## config.mk

```make
export PLATFORM = sky130hd
export DESIGN_NAME = smma_ctrl
export DESIGN_NICKNAME = d
export VERILOG_FILES = /design/src/rtl/core/smma_pkg.sv /design/src/rtl/core/smma_ctrl.sv
export SDC_FILE = /design/constraint.sdc
export NUM_CORES = 1
export LEC_CHECK = 0
export BUFFER_PORTS_ARGS = -buffer_cell sky130_fd_sc_hd__clkbuf_2
export CORE_ASPECT_RATIO = 0.75
export CORE_MARGIN = 3
export CORE_UTILIZATION = 45
export DETAILED_ROUTE_END_ITERATION = 7
export GPL_TIMING_DRIVEN = 0
export PLACE_DENSITY = 0.71
export SLEW_MARGIN = 5
export SYNTH_ARGS = -nofsm -noshare
export SYNTH_HDL_FRONTEND = slang
export SYNTH_SLANG_ARGS = --single-unit
```

## constraint.sdc

```tcl
create_clock -name clk -period 2.81 [get_ports clk]
set_input_delay 0.1405 -clock clk [delete_from_list [all_inputs] [get_ports clk]]
set_output_delay 0.1405 -clock clk [all_outputs]
set_load 0.05 [all_outputs]
```

## src/rtl/core/smma_pkg.sv

```systemverilog
// Shared constants, codes and controller/datapath interface types for the GEMM kernel.
`default_nettype none

package smma_pkg;

	localparam int MAX_M_DEF = 16;
	localparam int MAX_N_DEF = 16;
	localparam int MAX_K_DEF = 16;

	localparam int DIM_W      = 5;
	localparam int DIM_MAX    = 2 ** DIM_W - 1;
	localparam int OP_W       = 3;
	localparam int IDX_W      = 4;
	localparam int DATA_W     = 32;
	localparam int AB_W       = 16;
	localparam int GAIN_W     = 16;
	localparam int ST_W       = 2;
	localparam int CFG_IDX_W  = 3;
	localparam int CFG_DATA_W = 16;
	localparam int FRAC_W     = 8;
	localparam int AVAL_W     = 2 * AB_W - FRAC_W;
	localparam int MAC_W      = AVAL_W + AB_W;
	localparam int PROD_W     = GAIN_W + DATA_W;
	localparam int SUM_W      = PROD_W - FRAC_W + 2;

	localparam logic [DIM_W-1:0] DIM_ONE = DIM_W'(1);
	localparam logic [DIM_W-1:0] DIM_RST = DIM_W'(16);
	localparam logic signed [GAIN_W-1:0] GAIN_UNITY = GAIN_W'(256);

	// item opcodes
	localparam logic [OP_W-1:0] OP_WR_A    = 3'd0;
	localparam logic [OP_W-1:0] OP_WR_B    = 3'd1;
	localparam logic [OP_W-1:0] OP_WR_C    = 3'd2;
	localparam logic [OP_W-1:0] OP_COMPUTE = 3'd3;
	localparam logic [OP_W-1:0] OP_RD_C    = 3'd4;

	// result status
	localparam logic [ST_W-1:0] ST_OK    = 2'd0;
	localparam logic [ST_W-1:0] ST_RANGE = 2'd1;
	localparam logic [ST_W-1:0] ST_BADOP = 2'd2;

	// configuration register indexes
	localparam logic [CFG_IDX_W-1:0] REG_M_ROWS    = 3'd0;
	localparam logic [CFG_IDX_W-1:0] REG_N_COLS    = 3'd1;
	localparam logic [CFG_IDX_W-1:0] REG_INNER_LEN = 3'd2;
	localparam logic [CFG_IDX_W-1:0] REG_ALPHA     = 3'd3;
	localparam logic [CFG_IDX_W-1:0] REG_BETA      = 3'd4;

	// datapath operations
	typedef logic [3:0] dp_op_t;
	localparam dp_op_t DP_NOP     = 4'd0;
	localparam dp_op_t DP_ITEM    = 4'd1;
	localparam dp_op_t DP_C_ZERO  = 4'd2;
	localparam dp_op_t DP_CB_RD   = 4'd3;
	localparam dp_op_t DP_CB_MUL  = 4'd4;
	localparam dp_op_t DP_CB_WR   = 4'd5;
	localparam dp_op_t DP_A_RD    = 4'd6;
	localparam dp_op_t DP_A_MUL   = 4'd7;
	localparam dp_op_t DP_MAC_RD  = 4'd8;
	localparam dp_op_t DP_MAC_MUL = 4'd9;
	localparam dp_op_t DP_MAC_WR  = 4'd10;

	typedef struct packed {
		dp_op_t           op;
		logic [DIM_W-1:0] i;
		logic [DIM_W-1:0] j;
		logic [DIM_W-1:0] t;
		logic             clr_clip;
		logic             out_load;
	} smma_cmd_t;

	typedef struct packed {
		logic [DIM_W-1:0] m_eff;
		logic [DIM_W-1:0] n_eff;
		logic [DIM_W-1:0] k_eff;
		logic             beta_zero;
		logic             beta_one;
	} smma_sts_t;

endpackage

`default_nettype wire

```

## src/rtl/core/smma_ctrl.sv

```systemverilog
// Controller: item handshake, loop counters and sequencing of the compute pass.
`default_nettype none

module smma_ctrl (
	input  wire logic                      clk,
	input  wire logic                      arst_n,
	input  wire logic                      in_valid,
	output logic                           in_ready,
	input  wire logic [smma_pkg::OP_W-1:0] opcode,
	output logic                           out_valid,
	input  wire logic                      out_ready,
	input  wire smma_pkg::smma_sts_t       sts,
	output smma_pkg::smma_cmd_t            cmd
);
	import smma_pkg::*;

	localparam logic [3:0] S_IDLE    = 4'd0;
	localparam logic [3:0] S_RD_WAIT = 4'd1;
	localparam logic [3:0] S_C_ZERO  = 4'd2;
	localparam logic [3:0] S_CB_RD   = 4'd3;
	localparam logic [3:0] S_CB_MUL  = 4'd4;
	localparam logic [3:0] S_CB_WR   = 4'd5;
	localparam logic [3:0] S_A_RD    = 4'd6;
	localparam logic [3:0] S_A_MUL   = 4'd7;
	localparam logic [3:0] S_MAC_RD  = 4'd8;
	localparam logic [3:0] S_MAC_MUL = 4'd9;
	localparam logic [3:0] S_MAC_WR  = 4'd10;
	localparam logic [3:0] S_DONE    = 4'd11;

	logic [3:0]       state_q, state_d;
	logic [DIM_W-1:0] i_q, i_d, j_q, j_d, t_q, t_d;
	logic             out_valid_q, out_valid_d;
	logic             accept;
	logic             i_last, j_last, t_last;

	assign in_ready  = (state_q == S_IDLE) && (!out_valid_q || out_ready);
	assign accept    = in_valid && in_ready;
	assign out_valid = out_valid_q;

	assign i_last = (i_q == sts.m_eff - DIM_ONE);
	assign j_last = (j_q == sts.n_eff - DIM_ONE);
	assign t_last = (t_q == sts.k_eff - DIM_ONE);

	always_comb begin
		state_d      = state_q;
		i_d          = i_q;
		j_d          = j_q;
		t_d          = t_q;
		out_valid_d  = out_valid_q && !out_ready;
		cmd          = '0;
		cmd.op       = DP_NOP;
		cmd.i        = i_q;
		cmd.j        = j_q;
		cmd.t        = t_q;
		unique case (state_q)
			S_IDLE: begin
				if (accept) begin
					cmd.op = DP_ITEM;
					i_d    = '0;
					j_d    = '0;
					t_d    = '0;
					if (opcode == OP_RD_C) begin
						state_d = S_RD_WAIT;
					end else if (opcode == OP_COMPUTE) begin
						cmd.clr_clip = 1'b1;
						if (sts.beta_one) begin
							state_d = S_A_RD;
						end else if (sts.beta_zero) begin
							state_d = S_C_ZERO;
						end else begin
							state_d = S_CB_RD;
						end
					end else begin
						cmd.out_load = 1'b1;
						out_valid_d  = 1'b1;
					end
				end
			end
			S_RD_WAIT: begin
				cmd.out_load = 1'b1;
				out_valid_d  = 1'b1;
				state_d      = S_IDLE;
			end
			S_C_ZERO: begin
				cmd.op = DP_C_ZERO;
				if (!j_last) begin
					j_d = j_q + DIM_ONE;
				end else begin
					j_d = '0;
					if (i_last) begin
						i_d     = '0;
						state_d = S_A_RD;
					end else begin
						i_d = i_q + DIM_ONE;
					end
				end
			end
			S_CB_RD: begin
				cmd.op  = DP_CB_RD;
				state_d = S_CB_MUL;
			end
			S_CB_MUL: begin
				cmd.op  = DP_CB_MUL;
				state_d = S_CB_WR;
			end
			S_CB_WR: begin
				cmd.op  = DP_CB_WR;
				state_d = S_CB_RD;
				if (!j_last) begin
					j_d = j_q + DIM_ONE;
				end else begin
					j_d = '0;
					if (i_last) begin
						i_d     = '0;
						state_d = S_A_RD;
					end else begin
						i_d = i_q + DIM_ONE;
					end
				end
			end
			S_A_RD: begin
				cmd.op  = DP_A_RD;
				state_d = S_A_MUL;
			end
			S_A_MUL: begin
				cmd.op  = DP_A_MUL;
				state_d = S_MAC_RD;
			end
			S_MAC_RD: begin
				cmd.op  = DP_MAC_RD;
				state_d = S_MAC_MUL;
			end
			S_MAC_MUL: begin
				cmd.op  = DP_MAC_MUL;
				state_d = S_MAC_WR;
			end
			S_MAC_WR: begin
				cmd.op = DP_MAC_WR;
				// column loop innermost, then k, then row
				if (!j_last) begin
					j_d     = j_q + DIM_ONE;
					state_d = S_MAC_RD;
				end else begin
					j_d = '0;
					if (!t_last) begin
						t_d     = t_q + DIM_ONE;
						state_d = S_A_RD;
					end else begin
						t_d = '0;
						if (!i_last) begin
							i_d     = i_q + DIM_ONE;
							state_d = S_A_RD;
						end else begin
							i_d     = '0;
							state_d = S_DONE;
						end
					end
				end
			end
			S_DONE: begin
				cmd.out_load = 1'b1;
				out_valid_d  = 1'b1;
				state_d      = S_IDLE;
			end
			default: begin
				state_d = S_IDLE;
			end
		endcase
	end

	always_ff @(posedge clk or negedge arst_n) begin
		if (!arst_n) begin
			state_q     <= S_IDLE;
			i_q         <= '0;
			j_q         <= '0;
			t_q         <= '0;
			out_valid_q <= 1'b0;
		end else begin
			state_q     <= state_d;
			i_q         <= i_d;
			j_q         <= j_d;
			t_q         <= t_d;
			out_valid_q <= out_valid_d;
		end
	end

endmodule

`default_nettype wire

```

==> Word level (Yosys, flattened, before mapping) <==
Cells that the tools add are included.
{ "totals": {"reg_bits": 20, "inputBits": 24, "output_inout_bits": 23, "wordCells": 87} }
{ "op_classes": {"n_addsub": 6, "eq_ne": 23, "mux": 36, "reduce_logical": 17} }
{ "op_table": {"columns": ["op", "count"], "rows": [
  ["$pmux W4 S10", 2],
  ["$mux W5", 8],
  ["$mux W4", 9],
  ["$pmux W5 S2", 2],
  ["$eq A4 B3 Y1 const B", 4],
  ["$eq A4 B4 Y1 const B", 4],
  ["$add A5 B1 Y5 const B", 3],
  ["$eq A5 B5 Y1", 3],
  ["$pmux W5 S3", 1],
  ["$sub A5 B1 Y5 const B", 3],
  ["$ne A2 B2 Y1 const B", 5],
  ["$eq A4 B2 Y1 const B", 2],
  ["$mux W1", 8],
  ["$mux W3", 2],
  ["$reduce_and A5 Y1", 1],
  ["$eq A4 B1 Y1 const B", 1],
  ["$logic_not A4 Y1", 1],
  ["$mux W2", 2],
  ["$pmux W1 S2", 2],
  ["$reduce_and A4 Y1", 1],
  ["$reduce_bool A2 Y1", 2],
  ["$reduce_or A2 Y1", 2],
  ["$eq A3 B2 Y1 const B", 1],
  ["$eq A3 B3 Y1 const B", 1],
  ["other kinds (9)", 12]
]} }

==> Logic depth before layout (Yosys ltp) <==
{ "depth": {"word_depth": 6, "ltp_mapped": 9, "depth_no_buf": 8} }

==> Worst setup path before layout <==
No wires, ideal clock.
{ "synth_path": {"path_kind": "flip-flop to flip-flop", "start": "register state_q[2]", "end": "register i_q[4]", "setup_ps": 77, "t_arrival_ps": 2283, "t_required_ps": 2733, "slack_ps": 450, "stages_incl_launch_ff": 7, "n_path_buf": 0, "synth_period_minus_slack_ps": 2360, "path_cell_list": "dfrtp_1 -> nor2b_1 -> nand3_1 -> nand2_1 -> a31oi_2 -> or4_1 -> a21oi_1"} }
{ "synth_between": {"elab_chain_cells": 5} }
{ "synth_rtl": {"columns": ["item", "line", "rtl"], "rows": [
  ["from (decl)", "smma_ctrl.sv:30", "logic [3:0] state_q, state_d;"],
  ["from (signal assigned)", "smma_ctrl.sv:179", "state_q <= state_d;"],
  ["$logic_not A4 Y1", "smma_ctrl.sv:36, smma_ctrl.sv:55", null],
  ["$logic_and A1 B1 Y1", "smma_ctrl.sv:36", "assign in_ready = (state_q == S_IDLE) && (!out_valid_q || out_ready);"],
  ["$logic_and A1 B1 Y1", "smma_ctrl.sv:37", "assign accept = in_valid && in_ready;"],
  ["$ne A2 B2 Y1 (no line)", null, null],
  ["$reduce_and A5 Y1 (no line)", null, null],
  ["to (signal assigned)", "smma_ctrl.sv:180", "i_q <= i_d;"],
  ["to (decl)", "smma_ctrl.sv:31", "logic [DIM_W-1:0] i_q, i_d, j_q, j_d, t_q, t_d;"]
]} }
Parallel ways exist; a longest one is shown, timed or not.
A chain may end at the register's enable or synchronous reset.

==> Worst setup path in the final report <==
{ "layout_path": {"start": "register t_q[4]", "end": "register i_q[2]"} }
{ "layout_between": {"elab_chain_cells": 3} }
{ "layout_rtl": {"columns": ["item", "line", "rtl"], "rows": [
  ["from (decl)", "smma_ctrl.sv:31", null],
  ["from (signal assigned)", "smma_ctrl.sv:182", "t_q <= t_d;"],
  ["$eq A5 B5 Y1", "smma_ctrl.sv:42", "assign t_last = (t_q == sts.k_eff - DIM_ONE);"],
  ["$ne A2 B2 Y1 (no line)", null, null],
  ["$reduce_and A5 Y1 (no line)", null, null]
]} }
No other way between the ends.

==> run metrics <==
status=completed; clk_lat worst skew=0.26 ns; syn_nets=237; WP data required=2.98 ns; Post-synth ARST share=100%; clock skew=0.00397 ns; register clock-pin slew on the reported worst setup and hold paths=0.08 ns; Remaining Overflow, GRT=0; pin count of the biggest net entering global routing=21; CTS Buf Count=3; Synth top area share=29.3%; Max Fclk=445 MHz; vias in the first global route=1479; Die Span Y=59.3 um; Initial Util=49.2%; CTS root buffer=clkbuf_8; Power Total=0.00206 W; Synth Flop Type=dfrtp_1; critical path's slowest cell=or4_1; finished layout cell area=2080 um2; global-route wire length before repair=6980 um; worst slew pin tran=0.719 ns; Final ANT Viol Nets=0; initial antenna violation count=0; wire length per cell=13.3 um; Setup WS post-layout=0.561 ns; num rows=18; final routed DRC violation total=0; gpl congestion=0.941; placed cell areas=2000 um2; IO buf count=46; EDFF count, synth=0; Detailed Routing Iterations Pass 1=4; RSZ-0062 raised after global routing=false; maxcap violations=0; Synth area leader=dfrtp_1; Pwr Density=993 nW/um2; Core Area=3470 um2; Tmin final=2.25 ns; Antenna Cells=0; Post-layout nets=289; via/cell ratio=5.51; Synth-to-Final Area Change=21.9%; io pins=47; die area=4570 um2; proportion of layout cells with a drive suffix above 1=25.2%; Slew Limit Fails=0; final wirelength=4090 um; GRT Overall Usage=18.8%; Worst slew margin=51.8%; Iter 0 DRT Violations=129; final hold viol count=0; Synth Cell Area=1710 um2; Final setup viols=0; Max Root-Sink Buffers=2; Die W=77.1 um; commonest non-fill, non-tap cell in the layout=clkbuf_2; worst ir drop on vdd=505 uV; synth warn=0; Vias=1697; leakage power=0.983 nW; most frequent cells in the layout=46 x clkbuf_2, 20 x dfrtp_1, 15 x nand2_1, 15 x o21ai_0, 14 x nor2_1; synth top area cells=dfrtp_1 29%, xnor2_1 5.6%, xor2_1 4.6%; synth unique cells=44; Crit path arrival time=2.42 ns; post-place setup slack=0.442 ns; CP endpoint kind=flop; CP Launch Type=flop; clock sink total=20; Worst Hold Class=in2reg; Fill cells=334; final cycle utilization of the critical path=80.1%; worst-path cell chain=xnor2_1 -> o211ai_1 -> a311oi_2 -> nor2_2 -> buf_6 -> or4_1 -> a21oi_1; htree depth=1; crit-path max FO=10; Crit path max-delay family=compound AO/OA/AOI/OAI gates; Synth Register Bits=20; Fin Setup TNS=0 ns; Synth Instances=207; hpwl dp=3260 um; slowest cell delay on critical path=0.46 ns; Worst Setup Path Type=reg2reg; sequential fraction of the synthesis area=29.3%; Syn Area/Cell=8.24 um2; CP bufs+invs=1; CTS tree=done
## metrics by stage
stage	util, %	hold slack [ns]	cells
after detailed placement	57.6	0.131	303
after global placement	57.6	0.135	303
after floorplan	-	-0.155	207
after global routing	60.0	0.365	308
final	60.0	0.314	308
after CTS	60.0	0.317	308
## state kept, by name, indices dropped and copies added, names as in the netlist
name / count
t_q: 5
i_q: 5
j_q: 5
out_valid: 1
state_q: 4
## logic make-up (layout without fill, tap and decap cells)
kind of cell,count (synthesis),count (layout),share of synthesized area [%]
compound gates,54,54,21.2
xor+xnor,20,20,10.3
fa+ha+maj,6,6,4.40
buf+inv,18,69,5.43
flops,20,20,29.3
mux,2,2,1.32
simple gates,87,87,28.0
## layout make-up
| type | instances | area [um2] | area share (%) |
|---|---|---|---|
| Multi-Input combinational cell | 169 | 1110 | 53.5 |
| Clock inverter | 1 | 30.0 | 1.44 |
| Sequential cell | 20 | 500 | 24.1 |
| Timing Repair Buffer | 47 | 240 | 11.6 |
| Clock buffer | 3 | 41.3 | 1.99 |
| Tap cell | 50 | 62.6 | 3.01 |
| Inverter | 12 | 45.0 | 2.17 |
| Buffer | 6 | 47.5 | 2.29 |
## timing repair
item | in CTS | in global routing
gates resized for setup | 0 | 0
setup buffers | 0 | 0
setup endpoints to repair | 0 | 0
hold buffers | 1 | 0
endpoints found under the hold margin | 20 | 0
## final timing paths
path                        endpoint  slack [ns]  cells past startpoint       from
setup / recovery              i_q[2]        0.56                      7     t_q[4]
hold / removal             out_valid        0.31                      3  out_ready
setup reg to reg              i_q[2]        0.56                      7     t_q[4]
hold reg to reg               j_q[0]        0.59                      1     j_q[0]
max in group asynchronous     i_q[4]        2.11                      2     arst_n
min in group asynchronous     i_q[3]        0.37                      2     arst_n
## Yosys cell counts, types with 2 or more instances
library cell   n
a31oi_2        2
nand2b_1       3
o21ai_0       15
nand3_1        9
a21oi_1       13
o21a_1         2
a31oi_1        6
o311a_1        2
inv_1         12
or2_2          2
nand2_1       15
nor2b_1        8
nand4_1        4
clkbuf_1       3
nor3_1        10
a211o_1        2
xor2_1         9
buf_6          2
and3_1         2
dfrtp_1       20
a22o_2         2
o31ai_1        4
and3b_1        2
nor3b_1        2
o211ai_1       2
ha_1           6
nor2_1        14
xnor2_1       11
or3_1          3
nor4bb_1       3
mux2_2         2
or4_1          3
## power by group
group,leakage (nW),internal (W),switching [W],total (W)
sequential,0.260,0.000376,0.000115,0.000491
combinational,0.687,0.000409,0.000874,0.00128
clock,0.0357,0.000190,0.000100,0.000290
total,0.983,0.000975,0.00109,0.00206
## worst reg2reg max path: cells and delay by family, from the launching register on
kind,cells,cell delay (ns)
compound gates,3,0.73
simple gates,2,0.56
flops,1,0.43
buf+inv,1,0.15
xor+xnor,1,0.29
## per-layer routing
metal  share of wire (%)  routed length [um]  vias to the layer above  GRT usage (%)
met5                   0                   0                        -              0
met4                0.20                   8                        0           1.52
met3                 6.8                 279                        2           4.26
met2                  41                1660                       53           26.3
met1                  52                2140                      780           30.4
li1                    -                   -                      862              -
No activity file was read; power rests on OpenSTA's default activity.
